**config.mk**
```make
export PLATFORM = sky130hd
export DESIGN_NAME = hrhc_back
export DESIGN_NICKNAME = d
export VERILOG_FILES = /design/src/rtl/hrhc_pkg.sv /design/src/rtl/hrhc_back.sv
export SDC_FILE = /design/constraint.sdc
export NUM_CORES = 1
export LEC_CHECK = 0
export CAP_MARGIN = 15
export CORE_MARGIN = 1
export CORE_UTILIZATION = 40
export DETAILED_ROUTE_END_ITERATION = 8
export DONT_BUFFER_PORTS = 1
export GPL_ROUTABILITY_DRIVEN = 0
export PLACE_DENSITY = 0.53
export SLEW_MARGIN = 20
export SYNTH_ARGS = -nofsm -noshare
export SYNTH_HDL_FRONTEND = slang
export SYNTH_SLANG_ARGS = --single-unit
```
**constraint.sdc**
```tcl
create_clock -name clk -period 7 [get_ports clk]
set_clock_uncertainty 0.2 [all_clocks]
set_input_delay 1.05 -clock clk [delete_from_list [all_inputs] [get_ports clk]]
set_output_delay 1.05 -clock clk [all_outputs]
set_load 0.05 [all_outputs]
```
**src/rtl/hrhc_pkg.sv**
```systemverilog
// Shared types and constants for the HTTP request header checker.
`default_nettype none
package hrhc_pkg;

	typedef enum logic [3:0] {
		PH_METHOD = 4'd0,
		PH_GAP1   = 4'd1,
		PH_URL    = 4'd2,
		PH_GAP2   = 4'd3,
		PH_VER    = 4'd4,
		PH_HMATCH = 4'd5,
		PH_HSKIP  = 4'd6,
		PH_HVALUE = 4'd7,
		PH_HOTHER = 4'd8,
		PH_DONE   = 4'd9,
		PH_BAD    = 4'd10
	} phase_t;

	typedef enum logic [1:0] {
		UF_NONE  = 2'd0,
		UF_PROTO = 2'd1,
		UF_HOST  = 2'd2,
		UF_PATH  = 2'd3
	} url_form_t;

	localparam logic [1:0] VERDICT_PENDING = 2'd0;
	localparam logic [1:0] VERDICT_GET     = 2'd1;
	localparam logic [1:0] VERDICT_BAD     = 2'd2;

	localparam logic [7:0] CH_SPACE = 8'h20;
	localparam logic [7:0] CH_TAB   = 8'h09;
	localparam logic [7:0] CH_CR    = 8'h0d;
	localparam logic [7:0] CH_LF    = 8'h0a;
	localparam logic [7:0] CH_SLASH = 8'h2f;

	localparam int LEN_GET   = 3;
	localparam int LEN_VER   = 8;
	localparam int LEN_PROTO = 7;
	localparam int LEN_HOST  = 5;

	localparam logic [7:0] LIT_GET [LEN_GET] = '{8'h67, 8'h65, 8'h74};
	localparam logic [7:0] LIT_VER [LEN_VER] =
		'{8'h68, 8'h74, 8'h74, 8'h70, 8'h2f, 8'h31, 8'h2e, 8'h31};
	localparam logic [7:0] LIT_PROTO [LEN_PROTO] =
		'{8'h68, 8'h74, 8'h74, 8'h70, 8'h3a, 8'h2f, 8'h2f};
	localparam logic [7:0] LIT_HOST [LEN_HOST] = '{8'h68, 8'h6f, 8'h73, 8'h74, 8'h3a};

	typedef struct packed {
		logic                 is_blank;
		logic                 is_cr;
		logic                 is_lf;
		logic                 is_slash;
		logic [LEN_GET-1:0]   get_hit;
		logic [LEN_VER-1:0]   ver_hit;
		logic [LEN_PROTO-1:0] proto_hit;
		logic [LEN_HOST-1:0]  host_hit;
	} byte_class_t;

	typedef struct packed {
		logic [1:0] verdict;
		logic       url_byte;
		logic       host_byte;
	} result_t;

endpackage
`default_nettype wire

```
**src/rtl/hrhc_back.sv**
```systemverilog
// Back end: request grammar state machine, one byte per cycle unless stalled.
`default_nettype none
module hrhc_back #(
	parameter int MAX_LINE = 4096
) (
	input  wire logic                  clk,
	input  wire logic                  arst_n,
	input  wire logic                  cls_empty,
	input  wire hrhc_pkg::byte_class_t cls,
	output logic                       cls_pop,
	input  wire logic                  res_full,
	output logic                       res_wr,
	output hrhc_pkg::result_t          res
);
	import hrhc_pkg::*;

	localparam int LW = $clog2(MAX_LINE + 1);

	phase_t      phase_q, phase_d;
	url_form_t   form_q, form_d;
	logic [3:0]  mp_q, mp_d;
	logic        prev_cr_q, prev_cr_d;
	logic [LW-1:0] len_q, len_d;
	logic        hle_q, hle_d;
	logic        fire;
	logic        live;
	logic        bad;
	logic        get_ok, ver_ok, proto_ok, host_ok;

	assign fire    = !cls_empty && !res_full;
	assign cls_pop = fire;
	assign res_wr  = fire;

	assign get_ok   = (mp_q < 4'd3) && cls.get_hit[mp_q[1:0]];
	assign ver_ok   = (mp_q < 4'd8) && cls.ver_hit[mp_q[2:0]];
	assign proto_ok = (mp_q < 4'd7) && cls.proto_hit[mp_q[2:0]];
	assign host_ok  = (mp_q < 4'd5) && cls.host_hit[mp_q[2:0]];

	// True for an ordinary in-grammar byte that reaches the per-phase logic.
	assign live = (phase_q < PH_DONE) && (len_q < LW'(MAX_LINE)) && !prev_cr_q
		&& !cls.is_cr && !cls.is_lf;

	always_comb begin
		phase_d   = phase_q;
		form_d    = form_q;
		mp_d      = mp_q;
		prev_cr_d = prev_cr_q;
		len_d     = len_q;
		hle_d     = hle_q;
		bad       = 1'b0;
		if (phase_q == PH_DONE) begin
		end else if (phase_q >= PH_BAD) begin
			phase_d = PH_BAD;
		end else if (len_q >= LW'(MAX_LINE)) begin
			bad = 1'b1;
		end else begin
			len_d = len_q + 1'b1;
			if (prev_cr_q) begin
				if (cls.is_lf) begin
					len_d     = '0;
					prev_cr_d = 1'b0;
					if (phase_q == PH_VER && mp_q == 4'd8) begin
						phase_d = PH_HMATCH;
						mp_d    = '0;
						hle_d   = 1'b1;
					end else if (phase_q >= PH_HMATCH && phase_q <= PH_HOTHER) begin
						if (hle_q) begin
							phase_d = PH_DONE;
						end else begin
							phase_d = PH_HMATCH;
							mp_d    = '0;
							hle_d   = 1'b1;
						end
					end else begin
						phase_d = PH_BAD;
					end
				end else begin
					bad = 1'b1;
				end
			end else if (cls.is_cr) begin
				prev_cr_d = 1'b1;
			end else if (cls.is_lf) begin
				bad = 1'b1;
			end else begin
				case (phase_q)
					PH_METHOD: begin
						if (cls.is_blank) begin
							if (mp_q == 4'd3) begin
								phase_d = PH_GAP1;
							end else begin
								bad = 1'b1;
							end
						end else if (get_ok) begin
							mp_d = mp_q + 1'b1;
						end else begin
							bad = 1'b1;
						end
					end
					PH_GAP1: begin
						if (!cls.is_blank) begin
							phase_d = PH_URL;
							if (cls.is_slash) begin
								form_d = UF_PATH;
							end else if (cls.proto_hit[0]) begin
								form_d = UF_PROTO;
								mp_d   = 4'd1;
							end else begin
								bad = 1'b1;
							end
						end
					end
					PH_URL: begin
						if (cls.is_blank) begin
							if (form_q == UF_PATH) begin
								phase_d = PH_GAP2;
								mp_d    = '0;
							end else begin
								bad = 1'b1;
							end
						end else if (form_q == UF_PATH) begin
						end else if (form_q == UF_HOST) begin
							if (cls.is_slash) begin
								form_d = UF_PATH;
							end
						end else if (proto_ok) begin
							mp_d = mp_q + 1'b1;
							if (mp_q == 4'd6) begin
								form_d = UF_HOST;
							end
						end else begin
							bad = 1'b1;
						end
					end
					PH_GAP2: begin
						if (!cls.is_blank) begin
							if (cls.ver_hit[0]) begin
								phase_d = PH_VER;
								mp_d    = 4'd1;
							end else begin
								bad = 1'b1;
							end
						end
					end
					PH_VER: begin
						if (ver_ok) begin
							mp_d = mp_q + 1'b1;
						end else begin
							bad = 1'b1;
						end
					end
					PH_HMATCH: begin
						hle_d = 1'b0;
						if (host_ok) begin
							mp_d = mp_q + 1'b1;
							if (mp_q == 4'd4) begin
								phase_d = PH_HSKIP;
							end
						end else begin
							phase_d = PH_HOTHER;
						end
					end
					PH_HSKIP: begin
						hle_d = 1'b0;
						if (!cls.is_blank) begin
							phase_d = PH_HVALUE;
						end
					end
					PH_HVALUE: begin
						hle_d = 1'b0;
					end
					PH_HOTHER: begin
						hle_d = 1'b0;
					end
					default: begin
					end
				endcase
			end
		end
		if (bad) begin
			phase_d = PH_BAD;
		end
	end

	always_comb begin
		logic ub;
		logic hb;
		ub = live && (((phase_q == PH_GAP1) && cls.is_slash)
			|| ((phase_q == PH_URL) && !cls.is_blank
				&& ((form_q == UF_PATH) || ((form_q == UF_HOST) && cls.is_slash))));
		hb = live && (((phase_q == PH_HSKIP) && !cls.is_blank) || (phase_q == PH_HVALUE));
		case (phase_d)
			PH_DONE: res.verdict = VERDICT_GET;
			PH_BAD:  res.verdict = VERDICT_BAD;
			default: res.verdict = VERDICT_PENDING;
		endcase
		res.url_byte  = ub && (res.verdict == VERDICT_PENDING);
		res.host_byte = hb && (res.verdict == VERDICT_PENDING);
	end

	always_ff @(posedge clk or negedge arst_n) begin
		if (!arst_n) begin
			phase_q   <= PH_METHOD;
			form_q    <= UF_NONE;
			mp_q      <= '0;
			prev_cr_q <= 1'b0;
			len_q     <= '0;
			hle_q     <= 1'b1;
		end else if (fire) begin
			phase_q   <= phase_d;
			form_q    <= form_d;
			mp_q      <= mp_d;
			prev_cr_q <= prev_cr_d;
			len_q     <= len_d;
			hle_q     <= hle_d;
		end
	end
endmodule
`default_nettype wire
```
==> key figures, run 1 <==
Clock network
  – Total setup buffers inserted after CTS: 0
  – Worst-case clock buffer depth: 2
  – Resized cells post-CTS: 0
  – TritonCTS clock tree: yes
  – H-tree levels: 1
  – Cts hold-fix bufs: 0
  – TritonCTS buffer count: 3
  – Worst-skew pair later-pin latency: 0.29 ns
  – Clock sink count: 25
  – Worst-path clk slew: 0.11 ns
  – Root buf cell: clkbuf_8

Layout
  – Post-Layout Cell Count: 361
  – Commonest non-fill, non-tap cells in the layout: nor2_1, o21ai_0, nand2_1
  – Proportion of layout cells with a drive suffix above 1: 9.00%
  – Ant. Diodes: 0
  – Area delta synth->final: 3.67%
  – # nets final: 326

STA
  – Final Hold Fails: 0
  – Slew @ Worst Pin: 1.10 ns
  – Unrepaired setup endpoints after global routing: false
  – Max Slew Vio Count: 0
  – Max Freq: 0.221 GHz
  – Min Hold Slack: 0.239 ns
  – Finish-stage setup viols: 0
  – Setup_tns: 0 ns
  – Final Critical Period: 4.52 ns
  – Final worst path period share: 64.6%
  – Post-route setup slack: 2.48 ns
  – Slew headroom: 27.2%

Route
  – TritonRoute pass-1 iters: 5
  – Initial DRC count: 312
  – Total Wirelength: 6330 um
  – Via count: 2301
  – Routed Antenna Nets: 0
  – DRC violations left: 0
  – Vias per inst: 6.37
  – Wire length per cell: 17.5 um

Floorplanning
  – Initial core utilization: 41.4%
  – Die width: 77.5 um
  – Core area: 5510 um2
  – Full die area: 6010 um2
  – Chip Height: 77.5 um
  – FP Rows: 27
  – I/O pins: 37

Global routing
  – First-pass GRT wire length: 10700 um
  – Total track usage: 22.3%
  – Grt total ovfl: 0
  – Vias in the first global route: 2111
  – Largest net degree at the start of global routing: 26
  – Initial antenna violation count: 0

Synth
  – Syn. warnings: 0
  – Post-Synthesis Net Count: 336
  – Syn avg cell area: 7.61 um2
  – Number of synthesized flops with an enable pin: 0
  – Post-synthesis sequential area ratio: 27.5%
  – Post-synthesis instance area: 2280 um2
  – Synth cell types: 64
  – Post-synth top flop: dfrtp_1
  – Synth top area cells: dfrtp_1, o21ai_0, nor2_1
  – Cells after Synth: 300
  – #FFs+latches synth: 25
  – Async SR Flop Fraction: 100%
  – Post-synth top area share: 26.3%
  – Synth area leader: dfrtp_1

Setup path
  – CP required: 5.75 ns
  – Worst path arrival time: 3.27 ns
  – Setup crit end kind: primary output
  – Reg-to-Reg Start: phase_q[1]$_DFFE_PN0P_
  – CP startpoint: mp_q[0]$_DFFE_PN0P_
  – Crit Path Class: flip-flop to primary output
  – Crit-path max FO: 12
  – Crit start category: flip-flop

Worst hold path
  – Worst hold path class: input pin to async pin

Run status
  – Status: finished clean

Power
  – Total power: 307 uW
  – Maximum VDD drop: 0.0000752 V
  – Pleak: 0.835 nW
  – Pwr Density: 130 nW/um2

Place
  – Dpl ws: 2.68 ns
  – Port Buffer Count: 0
  – HPWL Detailed: 4600 um
  – Inst Count DP: 357

Job
  – Max-Cap Viols: 0
==> power breakdown <==
group          switching, mW  internal (mW)
combinational         0.0312         0.0189
sequential           0.00975          0.147
clock                 0.0588         0.0420
total                 0.0997          0.208
==> per-layer routing <==
layer  vias to the layer above  GRT usage, %  part of all wire (%)
li1                       1104             -                     -
met1                      1104          33.9                    50
met2                        86          32.6                    43
met3                         7          2.12                   5.1
met4                         0          7.36                   1.5
met5                         -             0                     0
==> through the flow <==
stage               utilization [%]  instance area, um2
floorplan                         -                2280
global placement               42.1                2320
detailed placement             42.1                2320
CTS                            43.0                2370
global route                   43.0                2370
finish                         43.0                2370
==> logic make-up (layout without fill, tap and decap cells) <==
family	after synthesis	after routing	synth area share, %
XOR/XNOR	1	1	0.384
flip-flops	25	25	27.5
multiplexers	8	8	4.88
AO/OA/AOI/OAI	100	100	28.7
buffers and inverters	28	17	5.32
AND/OR/NAND/NOR	133	133	30.5
adder cells (fa/ha/maj)	5	5	2.74
==> worst paths after layout <==
check | cells past startpoint | slack (ns) | end
setup reg to reg | 5 | 3.94 | len_q[8]$_DFFE_PN0P_
setup / recovery | 9 | 2.48 | res[3]
hold reg to reg | 1 | 0.31 | len_q[11]$_DFFE_PN0P_
max in group asynchronous | 0 | 6.18 | hle_q$_DFFE_PN1P_
hold / removal | 0 | 0.24 | phase_q[2]$_DFFE_PN0P_
min in group clk | 1 | 0.31 | len_q[11]$_DFFE_PN0P_
==> worst max-delay path, stage by stage (launching register included) <==
cell	delay (ns)
dfrtp_1	0.62
inv_1	0.24
ha_1	0.30
nor4bb_1	0.14
o21bai_1	0.36
o21bai_1	0.16
nor2_1	0.14
o311ai_0	0.12
and3_1	0.21
nor2_1	0.69
==> flip-flops by register name, indices dropped and copies added (netlist names) <==
| name | count |
|---|---|
| form_q | 2 |
| len_q | 13 |
| hle_q | 1 |
| prev_cr_q | 1 |
| phase_q | 4 |
| mp_q | 4 |
==> synthesized netlist by cell type (5+ instances only) <==
cell	count
nor2_1	31
o21ai_0	30
nand2_1	29
dfrtp_1	24
a21oi_1	21
nand3_1	12
clkbuf_1	11
inv_1	11
nor3_1	8
nand4_1	7
or3_1	7
a31oi_1	6
and3_1	6
nand2b_1	6
nor2b_1	6
ha_1	5
mux2_2	5
o22ai_1	5
o31ai_1	5
==> cell type report <==
| class | count | area, um2 |
|---|---|---|
| Fill cell | 581 | 3140 |
| Tap cell | 72 | 90.1 |
| Sequential cell | 25 | 627 |
| Timing Repair Buffer | 2 | 15.0 |
| Clock buffer | 3 | 41.3 |
| Clock inverter | 1 | 8.76 |
| Multi-Input combinational cell | 247 | 1540 |
| Inverter | 11 | 41.3 |
Power figures use the tool's default switching activity.
==> run 2: changes to the inputs <==
--- a/config.mk
+++ b/config.mk
@@ -11,7 +11,7 @@
 export DETAILED_ROUTE_END_ITERATION = 8
 export DONT_BUFFER_PORTS = 1
 export GPL_ROUTABILITY_DRIVEN = 0
-export PLACE_DENSITY = 0.53
+export PLACE_DENSITY = 0.55
 export SLEW_MARGIN = 20
 export SYNTH_ARGS = -nofsm -noshare
 export SYNTH_HDL_FRONTEND = slang
==> constraint.sdc (replaced) <==
create_clock -name clk -period 3.9 [get_ports clk]
set_clock_uncertainty 0.2 [all_clocks]
set_input_delay 0.585 -clock clk [delete_from_list [all_inputs] [get_ports clk]]
set_output_delay 0.585 -clock clk [all_outputs]
set_load 0.05 [all_outputs]
==> key figures, run 2 (same netlist as run 1, synthesis figures left out) <==
Run status
  – Status: finished clean

Setup path
  – Setup crit end kind: primary output
  – R2r setup slk: 1.00 ns (-2.94 ns)
  – Worst Reg-to-Reg Cells: 8 (+3)
  – Reg-to-Reg Start: phase_q[2]$_DFFE_PN0P_
  – CP startpoint: mp_q[0]$_DFFE_PN0P_
  – RR Endpoint: mp_q[0]$_DFFE_PN0P_
  – Worst setup path endpoint: res[2]
  – CP required: 3.12 ns (-2.63 ns)
  – Crit start category: flip-flop
  – Worst path arrival time: 2.92 ns (-0.35 ns)
  – Crit Path Class: flip-flop to primary output
  – Crit-path max FO: 7 (-5)

Floorplanning
  – Die width: 77.5 um (unchanged)
  – Chip Height: 77.5 um (unchanged)
  – Full die area: 6010 um2 (unchanged)
  – FP Rows: 27 (unchanged)
  – Core area: 5510 um2 (unchanged)
  – Initial core utilization: 41.4% (unchanged)
  – I/O pins: 37 (unchanged)

Global routing
  – Vias in the first global route: 2088 (-1.1%)
  – Grt total ovfl: 0 (unchanged)
  – Total track usage: 22.4% (+0.067 points)
  – Largest net degree at the start of global routing: 26 (unchanged)
  – First-pass GRT wire length: 10700 um (-0.32%)
  – Initial antenna violation count: 0 (unchanged)

Route
  – Vias per inst: 6.09 (-4.5%)
  – TritonRoute pass-1 iters: 4 (-1)
  – Routed Antenna Nets: 0 (unchanged)
  – Total Wirelength: 6340 um (+0.17%)
  – DRC violations left: 0 (unchanged)
  – Wire length per cell: 17.0 um (-3.0%)
  – Initial DRC count: 283 (-9.3%)
  – Via count: 2271 (-1.3%)

Place
  – Inst Count DP: 367 (+2.8%)
  – Dpl ws: 0.528 ns (-2.15 ns)
  – Placement Cell Area: 2390 um2 (+3.2%)
  – HPWL Detailed: 4780 um (+4.0%)
  – Port Buffer Count: 0 (unchanged)

Clock network
  – Resized cells post-CTS: 0 (unchanged)
  – Clock sink count: 25 (unchanged)
  – Total setup buffers inserted after CTS: 0 (unchanged)
  – Cts hold-fix bufs: 2 (+2)
  – TritonCTS clock tree: yes
  – H-tree levels: 1 (unchanged)
  – Worst-skew pair later-pin latency: 0.29 ns (about the same)
  – Worst-case clock buffer depth: 2 (unchanged)
  – TritonCTS buffer count: 3 (unchanged)
  – Worst-path clk slew: 0.11 ns (about the same)
  – Root buf cell: clkbuf_8

Layout
  – # nets final: 338 (+3.7%)
  – Proportion of layout cells with a drive suffix above 1: 12.3% (+3.3 points)
  – Area delta synth->final: 8.28%
  – Core Util, Final: 44.9% (+1.9 points)
  – Commonest non-fill, non-tap cells in the layout: nor2_1, o21ai_0, nand2_1
  – Design Area, Final: 2470 um2 (+4.4%)
  – Post-Layout Cell Count: 373 (+3.3%)
  – Top Registers: len_q x13, mp_q x4, phase_q x4
  – Register area: 627 um2 (unchanged)
  – Max FFs per register: 13 (unchanged)
  – Biggest register: len_q
  – Ant. Diodes: 0 (unchanged)
  – Area of the multi-input gates: 1540 um2 (unchanged)
  – FILL cells: 578 (-0.52%)

STA
  – Final Hold Fails: 0 (unchanged)
  – Slew headroom: 65.3% (+38 points)
  – Max Slew Vio Count: 0 (unchanged)
  – Setup_tns: 0 ns (unchanged)
  – Post-route setup slack: 0.196 ns (-2.28 ns)
  – Slew @ Worst Pin: 0.513 ns (-0.583 ns)
  – Unrepaired setup endpoints after global routing: false
  – Final Critical Period: 3.70 ns
  – Finish-stage setup viols: 0 (unchanged)
  – Max Freq: 0.270 GHz
  – Final worst path period share: 95.0%

Power
  – Pleak: 0.899 nW (+7.7%)
  – Maximum VDD drop: 0.000118 V (+57%)
  – Pwr Density: 229 nW/um2 (+76%)

Worst hold path
  – Worst hold path class: input pin to flip-flop

Job
  – Max-Cap Viols: 0 (unchanged)
==> run 2: cell types whose count changed in the layout (fill, tap and decap cells not counted) <==
cell,delta
buf_4,+10
dlygate4sd3_1,+1
buf_12,+1
==> run 2: layout make-up <==
cell class / instances / area share [%]
multi-input combinational: 247 / 62.4
sequential: 25 / 25.4
timing repair buffer: 14 / 4.86
tap: 72 / 3.65
clock buffer: 3 / 1.67
inverter: 11 / 1.67
clock inverter: 1 / 0.354
==> run 2: metrics by stage <==
step	hold WS [ns]	total power, mW
floorplan	0.0894	0.360
global placement	0.0903	0.380
detailed placement	0.0903	0.379
CTS	0.248	0.570
global route	0.258	0.590
finish	0.247	0.565
==> run 2: per-layer routing <==
metal,GRT usage [%],part of all wire [%],up-vias,routed length [um]
met5,0,0,-,0
met4,6.79,1.1,0,67
met3,4.00,6.4,8,404
met2,33.0,44,73,2800
met1,32.8,48,1062,3070
li1,-,-,1128,-
==> run 2: critical path, stage by stage, from the launching register on <==
cell     delay, ns
dfrtp_1       0.49
ha_1          0.31
or4_1         0.43
a21oi_2       0.17
a21oi_1       0.09
o31ai_1       0.35
and3_1        0.23
and3_1        0.20
and3b_1       0.18
buf_4         0.18
==> run 2: power breakdown <==
group	leakage (nW)	total [mW]	switching (mW)	internal, mW
registers	0.318	0.275	0.0112	0.264
clock network	0.0261	0.181	0.106	0.0754
logic	0.555	0.109	0.0680	0.0415
total	0.899	0.565	0.185	0.380
==> run 2: worst min path at each step <==
stage,start,end,slack [ns],depth (start not counted)
after global routing,cls[23],form_q[1]$_DFFE_PN0P_,0.26,1
after floorplan,arst_n,form_q[0]$_DFFE_PN0P_,0.09,0
after CTS,cls[23],form_q[1]$_DFFE_PN0P_,0.25,1
after global placement,arst_n,len_q[3]$_DFFE_PN0P_,0.09,0
after detailed placement,arst_n,len_q[0]$_DFFE_PN0P_,0.09,0
final,cls[23],form_q[1]$_DFFE_PN0P_,0.25,1
